[src/hdl/pwg_pkg.sv]
package pwg_pkg;

  localparam int ROM_DEPTH = 100;
  localparam int ROM_AW = 7;
  localparam int DIV_UW = 27;

  typedef enum logic [1:0] {
    SHAPE_SINE     = 2'd0,
    SHAPE_SQUARE   = 2'd1,
    SHAPE_TRIANGLE = 2'd2,
    SHAPE_SAWTOOTH = 2'd3
  } shape_t;

  localparam logic [1:0] REG_WAVE_SHAPE      = 2'd0;
  localparam logic [1:0] REG_AMPLITUDE       = 2'd1;
  localparam logic [1:0] REG_MEAN_OFFSET     = 2'd2;
  localparam logic [1:0] REG_TICKS_PER_POINT = 2'd3;

  typedef struct packed {
    shape_t             wave_shape;
    logic        [15:0] amplitude;
    logic signed [15:0] mean_offset;
  } cfg_t;

  function automatic logic [15:0] quarter_wave(input logic [4:0] k);
    logic [15:0] v;
    case (k)
      5'd0:    v = 16'd0;
      5'd1:    v = 16'd2057;
      5'd2:    v = 16'd4107;
      5'd3:    v = 16'd6140;
      5'd4:    v = 16'd8149;
      5'd5:    v = 16'd10126;
      5'd6:    v = 16'd12062;
      5'd7:    v = 16'd13952;
      5'd8:    v = 16'd15786;
      5'd9:    v = 16'd17557;
      5'd10:   v = 16'd19260;
      5'd11:   v = 16'd20886;
      5'd12:   v = 16'd22431;
      5'd13:   v = 16'd23886;
      5'd14:   v = 16'd25247;
      5'd15:   v = 16'd26509;
      5'd16:   v = 16'd27666;
      5'd17:   v = 16'd28714;
      5'd18:   v = 16'd29648;
      5'd19:   v = 16'd30466;
      5'd20:   v = 16'd31163;
      5'd21:   v = 16'd31738;
      5'd22:   v = 16'd32187;
      5'd23:   v = 16'd32509;
      5'd24:   v = 16'd32702;
      5'd25:   v = 16'd32767;
      default: v = 16'd0;
    endcase
    return v;
  endfunction

  // One period of a sine in signed Q1.15, built from the first quarter.
  function automatic logic signed [15:0] sine_value(input logic [ROM_AW-1:0] addr);
    logic [ROM_AW-1:0] k;
    logic [15:0]       mag;
    logic              neg;
    if (addr <= 7'd25) begin
      k = addr;
    end else if (addr <= 7'd50) begin
      k = 7'd50 - addr;
    end else if (addr <= 7'd75) begin
      k = addr - 7'd50;
    end else begin
      k = 7'd100 - addr;
    end
    neg = (addr > 7'd50);
    mag = quarter_wave(k[4:0]);
    return neg ? signed'(16'(-mag)) : signed'(mag);
  endfunction

endpackage

[src/hdl/pwg_sequencer.sv]
module pwg_sequencer import pwg_pkg::*; #(
  parameter int POINTS = 100
) (
  input  logic                      clk,
  input  logic                      rst,
  input  logic                      in_valid,
  input  logic                      restart,
  input  logic [31:0]               ticks_per_point,
  input  logic                      req_ready,
  output logic                      req_valid,
  output logic [$clog2(POINTS)-1:0] req_index,
  output logic [ROM_AW-1:0]         req_rom_addr
);

  localparam int IW = $clog2(POINTS);
  localparam int Q_INC = ROM_DEPTH / POINTS;
  localparam int R_INC = ROM_DEPTH % POINTS;

  logic [31:0]       tick_count;
  logic [IW-1:0]     point_count;
  logic [ROM_AW-1:0] rom_addr;
  logic [IW-1:0]     rom_rem;

  logic [31:0]       tick_base;
  logic [IW-1:0]     point_base;
  logic [ROM_AW-1:0] addr_base;
  logic [IW-1:0]     rem_base;
  logic [31:0]       period_m1;
  logic              emit;
  logic              accept;
  logic [IW:0]       rem_sum;

  logic [31:0]       tick_count_next;
  logic [IW-1:0]     point_count_next;
  logic [ROM_AW-1:0] rom_addr_next;
  logic [IW-1:0]     rom_rem_next;

  always_comb begin
    tick_base  = restart ? '0 : tick_count;
    point_base = restart ? '0 : point_count;
    addr_base  = restart ? '0 : rom_addr;
    rem_base   = restart ? '0 : rom_rem;
    period_m1  = (ticks_per_point == 32'd0) ? 32'd0 : ticks_per_point - 32'd1;
    emit       = (tick_base >= period_m1);
    accept     = in_valid && req_ready;
    rem_sum    = {1'b0, rem_base} + (IW+1)'(R_INC);

    tick_count_next  = tick_base + 32'd1;
    point_count_next = point_base;
    rom_addr_next    = addr_base;
    rom_rem_next     = rem_base;
    if (emit) begin
      tick_count_next = '0;
      if (point_base == IW'(POINTS - 1)) begin
        point_count_next = '0;
        rom_addr_next    = '0;
        rom_rem_next     = '0;
      end else begin
        point_count_next = point_base + IW'(1);
        if (rem_sum >= (IW+1)'(POINTS)) begin
          rom_addr_next = addr_base + ROM_AW'(Q_INC + 1);
          rom_rem_next  = IW'(rem_sum - (IW+1)'(POINTS));
        end else begin
          rom_addr_next = addr_base + ROM_AW'(Q_INC);
          rom_rem_next  = rem_sum[IW-1:0];
        end
      end
    end
  end

  assign req_valid    = in_valid && emit;
  assign req_index    = point_base;
  assign req_rom_addr = addr_base;

  always_ff @(posedge clk) begin
    if (rst) begin
      tick_count  <= '0;
      point_count <= '0;
      rom_addr    <= '0;
      rom_rem     <= '0;
    end else if (accept) begin
      tick_count  <= tick_count_next;
      point_count <= point_count_next;
      rom_addr    <= rom_addr_next;
      rom_rem     <= rom_rem_next;
    end
  end

endmodule

[config.mk]
export PLATFORM = sky130hd
export DESIGN_NAME = pwg_sequencer
export DESIGN_NICKNAME = d
export VERILOG_FILES = /design/src/hdl/pwg_pkg.sv /design/src/hdl/pwg_sequencer.sv
export SDC_FILE = /design/constraint.sdc
export NUM_CORES = 1
export LEC_CHECK = 0
export ABC_AREA = 1
export BUFFER_PORTS_ARGS = -buffer_cell sky130_fd_sc_hd__buf_2
export CAP_MARGIN = 20
export CORE_UTILIZATION = 50
export CTS_CLUSTER_SIZE = 12
export DETAILED_ROUTE_END_ITERATION = 8
export PLACE_DENSITY = 0.76
export SLEW_MARGIN = 15
export SYNTH_ARGS = -nofsm -noshare
export SYNTH_HDL_FRONTEND = slang
export SYNTH_SLANG_ARGS = --single-unit
[constraint.sdc]
create_clock -name clk -period 4 [get_ports clk]
set_input_delay 0.4 -clock clk [delete_from_list [all_inputs] [get_ports clk]]
set_output_delay 0.4 -clock clk [all_outputs]
set_load 0.005 [all_outputs]
---- Word level (Yosys, flattened, before mapping) ----
Cells that the tools add are included.
Widths: inputs -> output; s select.
cells by class
  add/subtract/negate cells ............... 6
  bitwise gates (word level) .............. 0
  divide/modulo/power cells ............... 0
  mux-type cells .......................... 14
  multipliers ............................. 0
  equality and inequality tests ........... 1
  magnitude comparators ................... 2
  shift-type cells ........................ 0
  reductions and logical operators ........ 3
operators by type and width
  kind                   count
  $mux 32                3
  $mux 7                 11
  $add 32x1->32 const B  1
  $ge 32x32->1           1
  $logic_not 32->1       1
  $sub 32x1->32 const B  1
  $add 7x1->7 const B    2
  $add 7x2->7 const B    1
  $eq 7x7->1 const B     1
  $ge 7x7->1 const B     1
  $sub 7x7->7 const B    1
  $logic_and 1x1->1      2
word-level totals
  register bits ........................... 53
  input bits .............................. 37
  RAM bits ................................ 0
  latch bits .............................. 0
  memories ................................ 0
  memory bits (read-only) ................. 0

---- Longest topological paths before layout ----
Gate-level depths: netlist of run 1.
  word-level depth ........................ 5
  depth in mapped cells ................... 27

---- Worst setup path after synthesis of run 1 ----
Ideal clock, no wire load.
  path type ............................... input -> output
  start point ............................. input port ticks_per_point[0]
  end point ............................... output port req_valid
  stages .................................. 21
  setup slack ............................. 0.786 ns
  data arrival time ....................... 2.814 ns
  path buffers ............................ 1
  cell sequence ........................... inv_1 ha_1 nand2_2 nor2_4 nand2_1 nor3_2 nand3_1 nor2_1 nand2_1 nand2_1 nand3_1 ha_1 nand2_1 nor2_1 nand4_1 a21oi_1 nor2_1 nand2_1 inv_1 buf_2 nor2_1
on the way
  word-level cells in the longest chain between the ends .. 4
RTL lines
  item                                               line                 source
  start, declared                                    pwg_sequencer.sv:8   input logic [31:0] ticks_per_point,
  $sub 32x1->32 or $logic_not 32->1 (tied branches)  pwg_sequencer.sv:43  period_m1 = (ticks_per_point == 32'd0) ? 32'd0 : ticks_per_point - 32'd1;
  $mux 32 (*)                                        pwg_sequencer.sv:43
  $ge 32x32->1 (*)                                   pwg_sequencer.sv:44  emit = (tick_base >= period_m1);
  $logic_and 1x1->1 (*)                              pwg_sequencer.sv:71  assign req_valid = in_valid && emit;
  end, declared                                      pwg_sequencer.sv:10  output logic req_valid,
Mark *: on every way between the ends. The rest lies on a longest branch, timed or not.

---- Worst setup path after layout of run 1 ----
Ends and elaborated chain as after synthesis.

==> results of run 1 <==
-- what timing repair did --
item,in CTS,in global routing
gates resized for setup,0,3
setup endpoints to repair,0,1
hold endpoints to repair,0,0
hold buffers,0,0
-- cell type report --
class / count / area, sq um
fillers: 1136 / 4740
multi-input cells: 758 / 3990
flip-flops and latches: 53 / 1060
inverters: 114 / 428
repair buffers: 67 / 388
well taps: 140 / 175
clock buffers: 5 / 68.8
clock inverters: 2 / 38.8
-- sequential cells by signal, summed over array words and instances, names as in the netlist --
| signal | flops |
|---|---|
| point_count | 7 |
| rom_rem | 7 |
| rom_addr | 7 |
| tick_count | 32 |
-- metrics by stage --
step / cell area (sq um) / hold slack [ps] / std cells / worst slack [ps]
after floorplan: 5610 / 425 / 950 / 786
after global placement: 6030 / 431 / 1132 / 323
after detailed placement: 6030 / 438 / 1132 / 201
after CTS: 6140 / 452 / 1139 / 300
after global routing: 6150 / 478 / 1139 / 7.67
final: 6150 / 449 / 1139 / 443
-- power groups by stage --
stage / combinational [W] / sequential [W] / clock, W
CTS: 0.000219 / 0.000548 / 0.000390
global placement: 0.000215 / 0.000560 / 0
finish: 0.000219 / 0.000549 / 0.000383
floorplan: 0.000149 / 0.000558 / 0
global route: 0.000250 / 0.000550 / 0.000402
detailed placement: 0.000218 / 0.000560 / 0
-- per-layer routing --
| metal | up-vias | global-route usage | wire [um] |
|---|---|---|---|
| met3 | 28 | 0.0236 | 730 |
| li1 | 3121 | - | - |
| met4 | 0 | 0.0773 | 344 |
| met5 | - | 0 | 0 |
| met2 | 174 | 0.456 | 6730 |
| met1 | 2626 | 0.356 | 6810 |
-- layout by cell type, fill, tap and decap left out, drive strengths merged --
cell     synthesis  routed
a21boi           1       1
a21o             2       2
a21oi           42      42
a22oi            2       2
a31o             2       2
a31oi            1       1
and3             1       1
buf             11      67
bufinv           0       1
clkbuf          14       5
clkinv           3       3
dfxtp           53      53
ha              40      40
inv            111     112
nand2          254     254
nand3           53      53
nand3b           3       3
nand4           14      14
nor2           214     214
nor3            23      23
nor4             4       4
o2111ai          1       1
o211ai           6       6
o21a             2       2
o21ai           41      41
o21bai           1       1
o221ai           1       1
o22ai            1       1
o31ai            1       1
or2             10      10
xnor2            9       9
xor2            29      29
-- worst min path at each step --
stage / start / end
3_3_place_gp: rom_rem[1] / rom_rem[1]
3_5_place_dp: rom_rem[1] / rom_rem[1]
6_report: rom_rem[1] / rom_rem[1]
4_1_cts: rom_rem[1] / rom_rem[1]
2_1_floorplan: rom_rem[1] / rom_rem[1]
5_1_grt: rom_rem[0] / rom_rem[0]
-- cells in the mapped netlist (all sizes together) (2+ instances only) --
cell type	count	area (sq um)
a21o	2	15.0
or2	10	62.6
xnor2	9	78.8
o211ai	6	45.0
dfxtp	53	1060
nand2	254	973
o21a	2	15.0
nand3b	3	22.5
ha	40	500
o21ai	41	205
clkinv	3	11.3
a31o	2	17.5
a21oi	42	218
nor3	23	135
nor4	4	25.0
a22oi	2	15.0
nor2	214	977
nand4	14	87.6
xor2	29	254
clkbuf	14	52.6
inv	111	417
buf	11	87.6
nand3	53	270
-- worst min-delay path, cell delays in order (launching register included) --
cell and delay, ps:
dfxtp_1 320, nand2_1 60, nor2_1 40
-- kinds of logic (layout without fill, tap and decap cells) --
group	count (synthesis)	count (layout)
AND/OR/NAND/NOR	576	576
adder cells (fa/ha/maj)	40	40
buffers and inverters	139	188
XOR/XNOR	38	38
flip-flops	53	53
AO/OA/AOI/OAI	104	104
==> metrics.yaml, run 1 <==
run_status:
  status: "completed"
critical_path:
  ff2ff_setup_slack_ps: 1420
  path_delay_family: "simple AND/OR/NAND/NOR gates"
  startpoint: "ticks_per_point[0]"
  crit_path_end_kind: "output pin"
  path_buf_inv: 4
  r2r_start: "tick_count[14]"
  start_kind: "primary input"
  worstPathRequired_ps: 3600
  criticalPathCategory: "in -> out"
  crit_cells: 22
  path_cells: "buf_2, inv_1, ha_1, nand2_2, nor2_4, nand2_1, nor3_2, nand3_2, nor2_1, nand2_1, nand2_1, nand3_1, ha_1, nand2_1, nor2_1, nand4_1, a21oi_1, nor2_1, nand2_2, inv_1, nor2_1, buf_2"
  endpoint: "req_valid"
  reg2regPathDepth: 14
  arrival_ps: 3160
  cp_slowest_cell: "ha_1"
  slowest_delay_ps: 300
  worstReg2RegEnd: "point_count[1]"
  worst-path-max-fanout: 5
yosys:
  yosysUniqueCellTypes: 43
  synthMuxAreaShare: 0
  synth_compound_area_frac: 0.104
  synth_fa_ha_area_frac: 0.0893
  synthCells: 950
  synth_top_family_by_area: "simple AND/OR/NAND/NOR gates"
  syn-cell-area_sq_um: 5610
  synthArstFlopShare: 0
  syn_area_per_cell_sq_um: 5.90
  synth_ff_type: "dfxtp_1"
  synth_edf_count: 0
  ys_ff_latch: 53
  yosysSeqAreaShare: 0.189
  yosys.area_share.xor_xnor: 0.0594
  yosys.area_share.simple: 0.457
  syn_nets: 1027
  yosysWarningCount: 0
power_and_ir_drop:
  sw_frac_of_total: 0.303
  p_seq_frac: 0.477
  p_int_w: 0.000803
  combPwrFrac: 0.190
  p_per_area_nw_per_um2: 187
  clkPwrFrac: 0.333
  power_leakage_nw: 2.72
  p_sw_w: 0.000348
  ir_worst_vdd_uv: 151
  fin_total_pwr_w: 0.00115
drt:
  first_iter_violations: 435
  vias_per_cell: 5.22
  ant_nets: 0
  wl_per_cell_um: 12.8
  dr_total_vias: 5949
  dr.pass1.iters: 5
  wirelength_um: 14600
  drc: 0
sta:
  finalHoldViolations: 0
  rsz0062_at_grt: "false"
  setup_viol: 0
  finalMaxSlewViolations: 0
  fmax_mhz: 281
  finalSetupTns_ps: 0
  min_period_ps: 3560
  relSlewSlack: 0.489
  finalCritPeriodShare: 0.889
  finClkSkew_ps: 14.4
  tightest_slew_ps: 762
floorplan:
  io_pins: 52
  dieArea_sq_um: 11600
  die_w_um: 108
  die_h_um: 108
  fp.coreArea_sq_um: 10900
  num_rows: 38
  initial_core_util: 0.515
cts:
  clk_pin_slew_worst_paths_ps: 100
  cts_root_buf: "clkbuf_8"
  clock_sinks: 53
  h-tree-depth: 2
  post_cts_buffers: 0
  cts_made_buffers: 5
  cts_tree: "built"
  ctsLongestPathBuffers: 2
  clock_latency_ps: 330
placement:
  port-buffer-count: 51
  gp_congestion: 0.961
  dp_hpwl_um: 11700
layout:
  area_delta_synth_final_pct: 9.64
  nets: 1076
  diodes: 0
  final_util: 0.564
  drive_gt1_frac: 0.139
global_route:
  grt-ovfl-total: 0
  antenna_found_initial: 0
  grt_max_degree: 31
  grt_first_pass_wirelength_um: 25000
  gr-usage-all-layers: 0.267
  grt_pass1_vias: 5349
min_path:
  hold_class: "reg -> reg"
  holdPathStages: 2
run:
  max-cap-violations: 0
No activity file was read; power rests on OpenSTA's default activity.
==> inputs of run 2 (changes only) <==
--- a/config.mk
+++ b/config.mk
@@ -8,10 +8,10 @@
 export ABC_AREA = 1
 export BUFFER_PORTS_ARGS = -buffer_cell sky130_fd_sc_hd__buf_2
 export CAP_MARGIN = 20
-export CORE_UTILIZATION = 50
-export CTS_CLUSTER_SIZE = 12
+export CORE_UTILIZATION = 55
+export CTS_CLUSTER_SIZE = 30
 export DETAILED_ROUTE_END_ITERATION = 8
-export PLACE_DENSITY = 0.76
+export PLACE_DENSITY = 0.82
 export SLEW_MARGIN = 15
 export SYNTH_ARGS = -nofsm -noshare
 export SYNTH_HDL_FRONTEND = slang
==> run 2 against run 1 <==
Clock power down 17%. Critical path depth unchanged. Final cell count down 0.97%. First-iteration DRC count down 13%. Fmax down 2.5%. Non-clock buffer count down 5. Critical path type unchanged. Highest routed layer unchanged.
==> metrics.yaml, run 2 (synthesis gave the netlist of run 1 again) <==
power_and_ir_drop:
  fin_total_pwr_w: 0.00108  # -6.1%
  power_leakage_nw: 2.68  # -1.5%
  p_per_area_nw_per_um2: 178  # -4.9%
  ir_worst_vdd_uv: 144  # -4.5%
cts:
  cts_made_buffers: 5  # unchanged
  ctsLongestPathBuffers: 2  # unchanged
  cts_root_buf: "clkbuf_8"
  h-tree-depth: 2  # unchanged
  clock_sinks: 53  # unchanged
  post_cts_buffers: 0  # unchanged
  clock_latency_ps: 330  # about the same
  clk_pin_slew_worst_paths_ps: 90  # about the same
  cts_tree: "built"
sta:
  min_period_ps: 3650  # +92.6 ps
  finalHoldViolations: 0  # unchanged
  finalCritPeriodShare: 0.912  # +0.0231
  fmax_mhz: 274  # -2.5%
  finalMaxSlewViolations: 0  # unchanged
  setup_viol: 0  # unchanged
  finClkSkew_ps: 18.5  # +4.08 ps
  finalSetupTns_ps: 0  # unchanged
  fin_ws_ps: 351  # -92.6 ps
  tightest_slew_ps: 620  # -141 ps
  relSlewSlack: 0.584  # +0.0947
  rsz0062_at_grt: "false"
placement:
  dp_slack_ps: 171  # -29.7 ps
  dpl_cell_area_sq_um: 5980  # -0.77%
  port-buffer-count: 51  # unchanged
  dp_hpwl_um: 11500  # -1.6%
  gp_congestion: 0.964  # +0.30%
layout:
  post-route-cell-area_sq_um: 6070  # -1.2%
  drive_gt1_frac: 0.133  # -0.00648
  final_util: 0.618  # +0.0539
  top_register: "tick_count"
  ff_latch_area_sq_um: 1060  # unchanged
  final_common_cell: "nand2_1"
  fillers: 1014  # -11%
  diodes: 0  # unchanged
  nets: 1071  # -0.46%
  final_cell_mix: "245 x nand2_1, 179 x nor2_1, 110 x inv_1, 53 x dfxtp_1, 52 x nand3_1"
  largest_reg_flops: 32  # unchanged
  area_delta_synth_final_pct: 8.33
  multi_input_area_sq_um: 3980  # -0.19%
floorplan:
  fp.coreArea_sq_um: 9820  # -9.8%
  io_pins: 52  # unchanged
  initial_core_util: 0.571  # +0.0560
  die_h_um: 103  # -4.6%
  die_w_um: 103  # -4.6%
  dieArea_sq_um: 10600  # -8.9%
  num_rows: 36  # -5.3%
min_path:
  holdPathStages: 2  # unchanged
  worstHoldStart: "rom_rem[0]"
  hold_class: "reg -> reg"
  min_to: "rom_rem[0]"
run_status:
  status: "completed"
drt:
  dr.pass1.iters: 6  # +1
  dr_total_vias: 6032  # +1.4%
  vias_per_cell: 5.35  # +2.4%
  first_iter_violations: 378  # -13%
  wirelength_um: 14500  # -0.40%
  ant_nets: 0  # unchanged
  drc: 0  # unchanged
  wl_per_cell_um: 12.9  # +0.57%
critical_path:
  r2r_start: "tick_count[14]"
  crit_path_end_kind: "output pin"
  arrival_ps: 3250  # +90 ps
  worst-path-max-fanout: 5  # unchanged
  reg2regPathDepth: 14  # unchanged
  ff2ff_setup_slack_ps: 1380  # -40 ps
  criticalPathCategory: "in -> out"
  start_kind: "primary input"
  worstPathRequired_ps: 3600  # about the same
  worstReg2RegEnd: "tick_count[5]"
global_route:
  gr-usage-all-layers: 0.290  # +0.0233
  grt_first_pass_wirelength_um: 24400  # -2.2%
  antenna_found_initial: 0  # unchanged
  grt_max_degree: 41  # +32%
  grt-ovfl-total: 0  # unchanged
  grt_pass1_vias: 5398  # +0.92%
run:
  max-cap-violations: 0  # unchanged
## run 2: changes by cell type in the layout (fill, tap and decap cells not counted)
cell,previous run,this run
nand3_1,51,52
buf_4,15,10
nor2_1,178,179
nand3_2,2,1
nor2_2,24,23
clkinvlp_4,0,2
clkbuf_1,0,1
bufinv_16,1,0
inv_6,1,0
## run 2: area by class of cell
cell class / count / area share
Multi-Input combinational cell: 758 / 0.655
Sequential cell: 53 / 0.175
Inverter: 114 / 0.0705
Timing Repair Buffer: 62 / 0.0577
Tap cell: 133 / 0.0274
Clock buffer: 6 / 0.0120
Clock inverter: 2 / 0.00247
## run 2: worst max path at each step
stage | cells after the start | from | end | slack [ps]
detailed placement | 22 | ticks_per_point[0] | point_count[1] | 170
CTS | 22 | ticks_per_point[0] | req_valid | 280
finish | 22 | ticks_per_point[0] | req_valid | 350
floorplan | 21 | ticks_per_point[0] | req_valid | 790
global route | 22 | ticks_per_point[0] | req_valid | 50
global placement | 22 | ticks_per_point[0] | point_count[1] | 290
## run 2: what timing repair did
item | CTS | global route
endpoints found under the setup margin | 0 | 1
gates resized for setup | 0 | 1
hold endpoints to repair | 0 | 0
hold buffers | 0 | 0
## run 2: worst max-delay path: stages
cell,delay (ps)
buf_2,110
inv_1,100
ha_1,230
nand2_2,120
nor2_4,150
nand2_1,130
nor3_2,170
nand3_1,160
nor2_1,160
nand2_1,60
nand2_1,70
nand3_1,60
ha_1,290
nand2_1,60
nor2_1,140
nand4_1,130
nor2_1,130
nand2_1,90
nand2_2,150
inv_1,70
nor2_1,150
buf_2,140
## run 2: per-stage QoR
step,hold slack [ps],cells
after floorplan,425,950
after global placement,433,1120
after detailed placement,439,1120
after CTS,454,1128
after global routing,473,1128
final,450,1128
## run 2: report_power, final
part / switching (W) / internal, W / total [W] / leakage (nW)
combinational: 0.000142 / 0.0000744 / 0.000216 / 2.21
clock: 0.000193 / 0.000124 / 0.000317 / 0.0374
sequential: 0.00000838 / 0.000540 / 0.000549 / 0.430
## run 2: per-layer routing
layer  part of all wire  routed length, um  GRT usage  vias to the layer above
met2               0.44               6410      0.486                      227
met4              0.031                446      0.115                        0
met3              0.059                860     0.0312                       39
met5                  0                  0          0                        -
met1               0.47               6830      0.382                     2656
li1                   -                  -          -                     3110
